===== src/rtl/mwc_bounded_random_unit_assert.svh =====
// ============================================================================
// Assertion macros for the bounded random unit
// Immediate-consequence and next-cycle property checks. They report through
// $error and compile to nothing when SYNTHESIS is defined.
// ============================================================================
`ifndef MWC_BOUNDED_RANDOM_UNIT_ASSERT_SVH
`define MWC_BOUNDED_RANDOM_UNIT_ASSERT_SVH

`ifndef SYNTHESIS
// The consequent must hold in the same cycle as the antecedent.
`define MWCBR_ASSERT_NOW(label, clock, reset_n, ante, cons) \
    label: assert property (@(posedge clock) disable iff (!(reset_n)) \
        (ante) |-> (cons)) else $error("assertion failed");
// The consequent must hold in the cycle after the antecedent.
`define MWCBR_ASSERT_NEXT(label, clock, reset_n, ante, cons) \
    label: assert property (@(posedge clock) disable iff (!(reset_n)) \
        (ante) |=> (cons)) else $error("assertion failed");
`else
`define MWCBR_ASSERT_NOW(label, clock, reset_n, ante, cons)
`define MWCBR_ASSERT_NEXT(label, clock, reset_n, ante, cons)
`endif

`endif


===== src/rtl/mwcbr_pkg.sv =====
// ============================================================================
// Bounded random unit package
// Item types, generator constants and status codes shared by the modules.
// ============================================================================
package mwcbr_pkg;

    localparam logic [31:0] MWC_MULT  = 32'd2131995753;
    localparam logic [31:0] WORD_ONES = 32'hFFFF_FFFF;

    localparam logic REQ_LOAD = 1'b0;
    localparam logic REQ_DRAW = 1'b1;

    localparam logic [1:0] ST_DRAWN  = 2'd0;
    localparam logic [1:0] ST_LOADED = 2'd1;
    localparam logic [1:0] ST_ERROR  = 2'd2;

    // Register indexes on the configuration port.
    localparam logic CFG_SEED_WORD  = 1'b0;
    localparam logic CFG_SEED_CARRY = 1'b1;

    typedef struct packed {
        logic        req_type;
        logic [63:0] bound;
    } req_item_t;

    typedef struct packed {
        logic [63:0] value;
        logic [1:0]  status;
    } rsp_item_t;

endpackage


===== src/rtl/mwc_bounded_random_unit.sv =====
// ============================================================================
// Bounded random unit
// Multiply-with-carry generator with seed loading and masked rejection
// sampling of a value below a 64-bit bound.
// ============================================================================
//
//   Channel   Direction  Handshake                 Payload
//   req       in         req_valid / req_stall     req_item  (req_type, bound)
//   rsp       out        rsp_valid / rsp_stall     rsp_item  (value, status)
//   cfg       in         cfg_we                    cfg_index, cfg_data
//
// A load request or a zero bound goes through the handoff state S_DONE to
// the output register. A draw with a bound below 2^32 passes S_HI and S_CMP
// for each candidate (generator step, compare); a wider bound passes S_HI,
// S_LO and S_CMP (high step, low step, compare), then S_DONE hands the item
// to the output. The single step unit and the 64-bit compare set these steps.
// Reset puts the generator at word 0, carry 1 and clears both seed registers.
// A stalled output holds its item; the next request is taken meanwhile and
// its result waits in the sequencer until the output register frees up.
module mwc_bounded_random_unit
(
    input  logic                 clk,
    input  logic                 rst_n,
    input  logic                 req_valid,
    output logic                 req_stall,
    input  mwcbr_pkg::req_item_t req_item,
    output logic                 rsp_valid,
    input  logic                 rsp_stall,
    output mwcbr_pkg::rsp_item_t rsp_item,
    input  logic                 cfg_we,
    input  logic                 cfg_index,
    input  logic [31:0]          cfg_data
);

`include "mwc_bounded_random_unit_assert.svh"

    // Sequencer states.
    localparam logic [2:0] S_IDLE = 3'd0;
    localparam logic [2:0] S_HI   = 3'd1;
    localparam logic [2:0] S_LO   = 3'd2;
    localparam logic [2:0] S_CMP  = 3'd3;
    localparam logic [2:0] S_DONE = 3'd4;

    // All-ones mask covering the bit length of x.
    function automatic logic [31:0] len_mask(input logic [31:0] x);
        logic [31:0] m;
        begin
            m = x;
            m = m | (m >> 1);
            m = m | (m >> 2);
            m = m | (m >> 4);
            m = m | (m >> 8);
            m = m | (m >> 16);
            return m;
        end
    endfunction

    logic [2:0]  state_reg, state_next;
    logic [31:0] seed_word_reg, seed_carry_reg;
    logic [31:0] gen_word_reg, gen_word_next;
    logic [31:0] gen_carry_reg, gen_carry_next;
    logic [63:0] bound_reg, bound_next;
    logic [31:0] mask_reg, mask_next;
    logic        wide_reg, wide_next;
    logic        stuck_reg, stuck_next;
    logic [31:0] hi_reg, hi_next;
    logic [31:0] lo_reg, lo_next;
    logic [63:0] res_value_reg, res_value_next;
    logic [1:0]  res_status_reg, res_status_next;
    logic        rsp_valid_reg, rsp_valid_next;
    mwcbr_pkg::rsp_item_t rsp_item_reg, rsp_item_next;

    logic [31:0] step_word, step_carry;
    logic        gen_stuck;
    logic [63:0] cand;
    logic        req_take;
    logic [31:0] load_carry;
    logic [31:0] bound_top;

    // The one shared generator step unit.
    mwcbr_step u_step
    (
        .word       (gen_word_reg),
        .carry      (gen_carry_reg),
        .next_word  (step_word),
        .next_carry (step_carry)
    );

    // The fixed point of the recurrence: stepping it gives the same pair.
    assign gen_stuck = (gen_word_reg == mwcbr_pkg::WORD_ONES)
                    && (gen_carry_reg == mwcbr_pkg::MWC_MULT - 32'd1);

    assign req_stall = (state_reg != S_IDLE);
    assign req_take  = req_valid && !req_stall;
    assign rsp_valid = rsp_valid_reg;
    assign rsp_item  = rsp_item_reg;

    // Seeds that would leave the generator degenerate get their carry bumped.
    always_comb
    begin
        load_carry = seed_carry_reg;
        if (((seed_word_reg == 32'd0) && (seed_carry_reg == 32'd0))
            || ((seed_word_reg == mwcbr_pkg::WORD_ONES)
                && (seed_carry_reg == mwcbr_pkg::MWC_MULT - 32'd1)))
        begin
            load_carry = seed_carry_reg + 32'd1;
        end
    end

    assign bound_top = (|req_item.bound[63:32]) ? req_item.bound[63:32]
                                                : req_item.bound[31:0];

    // A narrow candidate is one masked word; a wide one is masked high, raw low.
    assign cand = wide_reg ? {hi_reg, lo_reg} : {32'd0, hi_reg};

    always_comb
    begin
        state_next      = state_reg;
        gen_word_next   = gen_word_reg;
        gen_carry_next  = gen_carry_reg;
        bound_next      = bound_reg;
        mask_next       = mask_reg;
        wide_next       = wide_reg;
        stuck_next      = stuck_reg;
        hi_next         = hi_reg;
        lo_next         = lo_reg;
        res_value_next  = res_value_reg;
        res_status_next = res_status_reg;
        rsp_valid_next  = rsp_valid_reg;
        rsp_item_next   = rsp_item_reg;

        if (rsp_valid_reg && !rsp_stall)
        begin
            rsp_valid_next = 1'b0;
        end

        case (state_reg)
            S_IDLE:
            begin
                if (req_take)
                begin
                    if (req_item.req_type == mwcbr_pkg::REQ_LOAD)
                    begin
                        gen_word_next   = seed_word_reg;
                        gen_carry_next  = load_carry;
                        res_value_next  = 64'd0;
                        res_status_next = mwcbr_pkg::ST_LOADED;
                        state_next      = S_DONE;
                    end
                    else if (req_item.bound == 64'd0)
                    begin
                        res_value_next  = 64'd0;
                        res_status_next = mwcbr_pkg::ST_ERROR;
                        state_next      = S_DONE;
                    end
                    else
                    begin
                        bound_next = req_item.bound;
                        wide_next  = |req_item.bound[63:32];
                        mask_next  = len_mask(bound_top);
                        state_next = S_HI;
                    end
                end
            end
            S_HI:
            begin
                // Note whether this candidate starts from the stuck pair.
                stuck_next     = gen_stuck;
                gen_word_next  = step_word;
                gen_carry_next = step_carry;
                hi_next        = step_word & mask_reg;
                state_next     = wide_reg ? S_LO : S_CMP;
            end
            S_LO:
            begin
                gen_word_next  = step_word;
                gen_carry_next = step_carry;
                lo_next        = step_word;
                state_next     = S_CMP;
            end
            S_CMP:
            begin
                if (cand < bound_reg)
                begin
                    res_value_next  = cand;
                    res_status_next = mwcbr_pkg::ST_DRAWN;
                    state_next      = S_DONE;
                end
                else if (stuck_reg)
                begin
                    // Every further candidate would be the same reject.
                    res_value_next  = 64'd0;
                    res_status_next = mwcbr_pkg::ST_ERROR;
                    state_next      = S_DONE;
                end
                else
                begin
                    state_next = S_HI;
                end
            end
            S_DONE:
            begin
                if (!rsp_valid_reg || !rsp_stall)
                begin
                    rsp_valid_next       = 1'b1;
                    rsp_item_next.value  = res_value_reg;
                    rsp_item_next.status = res_status_reg;
                    state_next           = S_IDLE;
                end
            end
            default:
            begin
                state_next = S_IDLE;
            end
        endcase
    end

    always_ff @(posedge clk or negedge rst_n)
    begin
        if (!rst_n)
        begin
            state_reg      <= S_IDLE;
            rsp_valid_reg  <= 1'b0;
            seed_word_reg  <= 32'd0;
            seed_carry_reg <= 32'd0;
            gen_word_reg   <= 32'd0;
            gen_carry_reg  <= 32'd1;
        end
        else
        begin
            state_reg     <= state_next;
            rsp_valid_reg <= rsp_valid_next;
            gen_word_reg  <= gen_word_next;
            gen_carry_reg <= gen_carry_next;
            if (cfg_we)
            begin
                if (cfg_index == mwcbr_pkg::CFG_SEED_WORD)
                begin
                    seed_word_reg <= cfg_data;
                end
                if (cfg_index == mwcbr_pkg::CFG_SEED_CARRY)
                begin
                    seed_carry_reg <= cfg_data;
                end
            end
        end
    end

    always_ff @(posedge clk)
    begin
        bound_reg      <= bound_next;
        mask_reg       <= mask_next;
        wide_reg       <= wide_next;
        stuck_reg      <= stuck_next;
        hi_reg         <= hi_next;
        lo_reg         <= lo_next;
        res_value_reg  <= res_value_next;
        res_status_reg <= res_status_next;
        rsp_item_reg   <= rsp_item_next;
    end

    // Conditions named for the checks below.
    logic chk_drawn_wait;
    logic chk_load_take;
    logic chk_loaded_wait;
    logic chk_status_ok;

    assign chk_drawn_wait  = (state_reg == S_DONE)
                          && (res_status_reg == mwcbr_pkg::ST_DRAWN);
    assign chk_load_take   = req_take && (req_item.req_type == mwcbr_pkg::REQ_LOAD);
    assign chk_loaded_wait = (state_reg == S_DONE)
                          && (res_status_reg == mwcbr_pkg::ST_LOADED);
    assign chk_status_ok   = (rsp_item.status == mwcbr_pkg::ST_DRAWN)
                          || (rsp_item.status == mwcbr_pkg::ST_LOADED)
                          || (rsp_item.status == mwcbr_pkg::ST_ERROR);

    // A drawn value waiting for the output lies below the bound it answers.
    `MWCBR_ASSERT_NOW(a_drawn_below_bound, clk, rst_n, chk_drawn_wait, res_value_reg < bound_reg)

    // The generator never sits at the all-zero pair.
    `MWCBR_ASSERT_NOW(a_gen_not_zero, clk, rst_n, gen_word_reg == 32'd0, gen_carry_reg != 32'd0)

    // A load waits at the handoff state in the cycle after it is taken.
    `MWCBR_ASSERT_NEXT(a_load_done, clk, rst_n, chk_load_take, chk_loaded_wait)

    // Every item shown at the output carries a defined status.
    `MWCBR_ASSERT_NOW(a_status_defined, clk, rst_n, rsp_valid, chk_status_ok)

endmodule


===== src/rtl/mwcbr_step.sv =====
// ============================================================================
// Multiply-with-carry step
// Forms MWC_MULT * word + carry and splits it into the next word and carry.
// ============================================================================
module mwcbr_step
(
    input  logic [31:0] word,
    input  logic [31:0] carry,
    output logic [31:0] next_word,
    output logic [31:0] next_carry
);

    logic [63:0] prod;

    // The sum cannot overflow: (2^32-1)*M + 2^32-1 < 2^64.
    assign prod       = {32'd0, mwcbr_pkg::MWC_MULT} * {32'd0, word} + {32'd0, carry};
    assign next_word  = prod[31:0];
    assign next_carry = prod[63:32];

endmodule


===== config.mk =====
export PLATFORM = sky130hd
export DESIGN_NAME = mwc_bounded_random_unit
export DESIGN_NICKNAME = d
export VERILOG_FILES = /design/src/rtl/mwcbr_pkg.sv /design/src/rtl/mwc_bounded_random_unit.sv /design/src/rtl/mwcbr_step.sv
export VERILOG_INCLUDE_DIRS = /design/src /design/src/rtl
export SDC_FILE = /design/constraint.sdc
export NUM_CORES = 2
export LEC_CHECK = 0
export BUFFER_PORTS_ARGS = -buffer_cell sky130_fd_sc_hd__buf_2
export CAP_MARGIN = 20
export CORE_MARGIN = 8
export CORE_UTILIZATION = 35
export DETAILED_ROUTE_END_ITERATION = 7
export PLACE_DENSITY_LB_ADDON = 0.15
export SLEW_MARGIN = 20
export SYNTH_ARGS = -nofsm -noshare
export SYNTH_HDL_FRONTEND = slang
export SYNTH_HIERARCHICAL = 1
export SYNTH_SLANG_ARGS = --single-unit
export TNS_END_PERCENT = 5

===== constraint.sdc =====
create_clock -name clk -period 8.29 [get_ports clk]
set_clock_uncertainty 0.15 [all_clocks]
set_input_delay 0.4145 -clock clk [delete_from_list [all_inputs] [get_ports clk]]
set_output_delay 0.4145 -clock clk [all_outputs]
set_load 0.02 [all_outputs]

==> Flow_metrics.wiki <==
{| class="wikitable"
! Metric !! Value
|-
| Outcome || finished, final reports clean
|-
| Maximum number of pins on one net before global-route repair || 73
|-
| Critical-path maximum fanout || 8
|-
| Root buffer selected by CTS || sky130_fd_sc_hd__clkbuf_16
|-
| Antenna cell count || 0
|-
| CP max stage cell || sky130_fd_sc_hd__dfrtp_1
|-
| Share of synthesized cell area in full adder, half adder and majority cells || 39.7%
|-
| Total track usage || 20.5%
|-
| Longest Clk Path Bufs || 3
|-
| Setup bufs post-CTS || 0
|-
| Tightest slew margin relative to the limit || 30.5%
|-
| Number of standard cells in the layout, taps in and fillers out || 5062
|-
| Least-Margin Pin Slew || 1.03 ns
|-
| Wire length of the first global-routing pass || 180 mm
|-
| Cts bufs inserted || 47
|-
| Synth Area in Simple Gates || 8.06%
|-
| Required time of the critical path || 8.65 ns
|-
| CP most frequent cell || sky130_fd_sc_hd__fa_1
|-
| Input/output buffers || 170
|-
| Post-DP HPWL || 102 mm
|-
| Antenna violations before repair || 0
|-
| Cell variety after synth || 86
|-
| Type of the worst setup path || register to register
|-
| Vias per std cell || 5.01
|-
| Final slew viol count || 0
|-
| Mux share of post-synthesis cell area || 4.57%
|-
| TritonCTS Sinks || 426
|-
| H-tree levels || 2
|-
| Post-route cell area || 0.0433 mm2
|-
| Global placement routability congestion || 0.939
|-
| Setup violators final || 0
|-
| Place WS || 0.396 ns
|-
| Warning count from the yosys run || 6
|-
| Predominant post-synthesis flop cell || sky130_fd_sc_hd__edfxtp_1
|-
| Fin. Hold Viols || 0
|-
| Clock Latency Late Sink || 0.61 ns
|-
| Grt ovf || 0
|-
| Placed cell count || 4885
|-
| TNS Setup || 0 ns
|-
| Critical path startpoint category || register
|-
| Wire length per cell after detailed routing || 23.9 um
|-
| Count of boundary I/O pins || 171
|-
| Post-synthesis instance area || 0.0378 mm2
|-
| Core region area || 0.107 mm2
|-
| Total of flip-flops plus latches after synthesis || 426
|-
| Crit end category || register
|-
| Worst hold-check path type || primary input to register
|-
| Starting density of the core || 35.3%
|-
| First drt pass iteration count || 5
|-
| Total wirelength of the detailed-routed design || 121 mm
|-
| Post-synth net total || 4359
|-
| Fraction of the mapped netlist area in compound gates || 6.36%
|-
| Critical path data arrival time || 8.18 ns
|-
| Cells after synthesis || 3326
|-
| Area after DPL || 0.0407 mm2
|-
| Mean Syn Cell Area || 11.4 um2
|-
| Remaining DRCs || 0
|-
| Clock input transition at the sequential cells of the worst setup and hold paths || 0.06 ns
|-
| Count of nets left with antenna violations after detail routing || 0
|-
| Die outline area || 0.119 mm2
|-
| Die Wd || 345 um
|-
| Fraction of final layout cells sized beyond drive strength 1 || 12.0%
|-
| Max Freq || 128 MHz
|-
| Growth of design area from synthesis to finish || 14.4%
|-
| Post-route clock period utilization || 94.3%
|-
| Standard-cell rows || 120
|-
| Fraction of registers with async set or reset after synthesis || 31.0%
|-
| Flip-flop count of the largest register after layout || 66
|-
| Final Net Count || 4653
|-
| Total via count in the routed design || 25400
|-
| Part of the Yosys area used for sequential elements || 32.1%
|-
| Post-route setup slack || 0.473 ns
|-
| Number of global-route vias before repair || 27300
|-
| Unrepaired setup endpoints after global routing || false
|-
| Combinational family with the most area after synthesis || adder cells
|-
| Maximum capacitance violations || 0
|-
| Min Tclk post-route || 7.82 ns
|-
| Peak per-stage delay on the critical path || 0.62 ns
|-
| CTS tree || yes
|-
| EDFF count, synth || 294
|-
| Die Y || 345 um
|-
| Xor/xnor cell area share of the yosys netlist || 1.39%
|-
| Starting DRC count in detailed routing || 1644
|}
critical path: cells and delay by family, from the launching register on:
kind,cells,cell delay [ns]
AOI/OAI and AO/OA,7,1.79
xor gates and xnor gates,1,0.22
adders and majority gates,9,4.04
buffers and inverters,5,0.50
DFF,1,0.62
muxes,1,0.09
and+or+nand+nor,2,0.31
logic make-up after synthesis:
kind of cell | Yosys count
adders and majority gates | 930
DFF | 426
muxes | 161
buffers and inverters | 788
and+or+nand+nor | 568
AOI/OAI and AO/OA | 393
xor gates and xnor gates | 60
path summary, 6_finish.rpt:
check	startpoint	end	slack (ns)	depth (start not counted)
max	gen_word_reg[10]	gen_carry_reg[15]	0.47	25
min	cfg_data[9]	seed_carry_reg[9]	0.04	2
max reg2reg	gen_word_reg[10]	gen_carry_reg[15]	0.47	25
min reg2reg	res_value_reg[29]	rsp_item[31]	0.27	0
max in group asynchronous	rst_n	seed_word_reg[31]	5.96	4
min in group asynchronous	rst_n	gen_word_reg[12]	0.15	2
cells in the mapped netlist, drive strengths merged, types with 4 or more instances:
cell type | instances | area [um2]
a21o | 40 | 300
nand2b | 6 | 37.5
o21ai | 129 | 649
nor4b | 4 | 35.0
a211oi | 13 | 97.6
o31ai | 8 | 65.1
fa | 452 | 9050
edfxtp | 294 | 8830
nor2b | 5 | 31.3
nand2 | 143 | 539
nor3 | 30 | 155
clkbuf | 69 | 259
nand4 | 64 | 400
a31oi | 8 | 50.1
nor2 | 80 | 300
or3 | 10 | 68.8
nand4b | 5 | 43.8
inv | 710 | 2670
buf | 9 | 35.0
xnor2 | 38 | 333
a21oi | 121 | 613
xor2 | 22 | 193
or2 | 5 | 31.3
nand3 | 22 | 110
and2 | 101 | 632
o21bai | 17 | 128
ha | 478 | 5980
nor4 | 32 | 221
a211o | 10 | 88.8
dfrtp | 131 | 3280
nand3b | 4 | 42.5
or4 | 6 | 50.1
mux2 | 95 | 1070
o21a | 9 | 67.6
and3 | 40 | 251
mux2i | 66 | 661
o211ai | 7 | 52.6
placed cells by master (no fill, tap or decap), types with 8 or more instances in the layout:
master                          instances
sky130_fd_sc_hd__inv_1                707
sky130_fd_sc_hd__ha_1                 478
sky130_fd_sc_hd__fa_1                 452
sky130_fd_sc_hd__edfxtp_1             294
sky130_fd_sc_hd__buf_2                169
sky130_fd_sc_hd__nand2_1              142
sky130_fd_sc_hd__dfrtp_1              129
sky130_fd_sc_hd__a21oi_1              117
sky130_fd_sc_hd__o21ai_0              115
sky130_fd_sc_hd__and2_1               100
sky130_fd_sc_hd__mux2_2                95
sky130_fd_sc_hd__dlygate4sd3_1         89
sky130_fd_sc_hd__nor2_1                80
sky130_fd_sc_hd__mux2i_1               66
sky130_fd_sc_hd__nand4_1               64
sky130_fd_sc_hd__buf_4                 62
sky130_fd_sc_hd__clkbuf_16             48
sky130_fd_sc_hd__a21o_1                40
sky130_fd_sc_hd__and3_1                38
sky130_fd_sc_hd__xnor2_1               38
sky130_fd_sc_hd__nor4_1                30
sky130_fd_sc_hd__nor3_1                27
sky130_fd_sc_hd__nand3_1               22
sky130_fd_sc_hd__xor2_1                22
sky130_fd_sc_hd__o21bai_1              17
sky130_fd_sc_hd__a211oi_1              13
sky130_fd_sc_hd__o21ai_1               13
sky130_fd_sc_hd__clkinv_1              10
sky130_fd_sc_hd__a211o_1                9
sky130_fd_sc_hd__o21a_1                 9
sky130_fd_sc_hd__bufinv_16              9
sky130_fd_sc_hd__clkbuf_1               9
sky130_fd_sc_hd__or3_1                  8
per-layer routing:
layer | global-route usage, % | part of all wire (%) | wire [um]
met1 | 29.2 | 47 | 56500
met2 | 33.4 | 46 | 55900
met3 | 2.20 | 4.2 | 5060
met4 | 5.12 | 2.8 | 3360
met5 | 0 | 0 | 0
metrics by stage:
stage	utilization, %	hold WS (ns)
global placement	37.9	0.171
floorplan	-	-0.0311
detailed placement	38.0	0.164
global route	40.4	0.0354
finish	40.4	0.0382
CTS	40.4	0.00692
layout make-up:
type	instances	area (um2)
clock buffers	57	1230
clock inverters	31	423
fillers	10600	63900
inverters	710	2670
multi-input cells	2112	22800
flip-flops and latches	426	12100
well taps	1403	1760
repair buffers	323	2260
repair_timing:
item                       in CTS  in global routing
resized for setup               0                  5
hold buffers                   89                  0
hold endpoints to repair      140                  0
setup endpoints to repair       0                 10
Power is left out: the tool's default activity adds up to more than one toggle a clock period on the data nets, which glitch-free logic cannot reach.
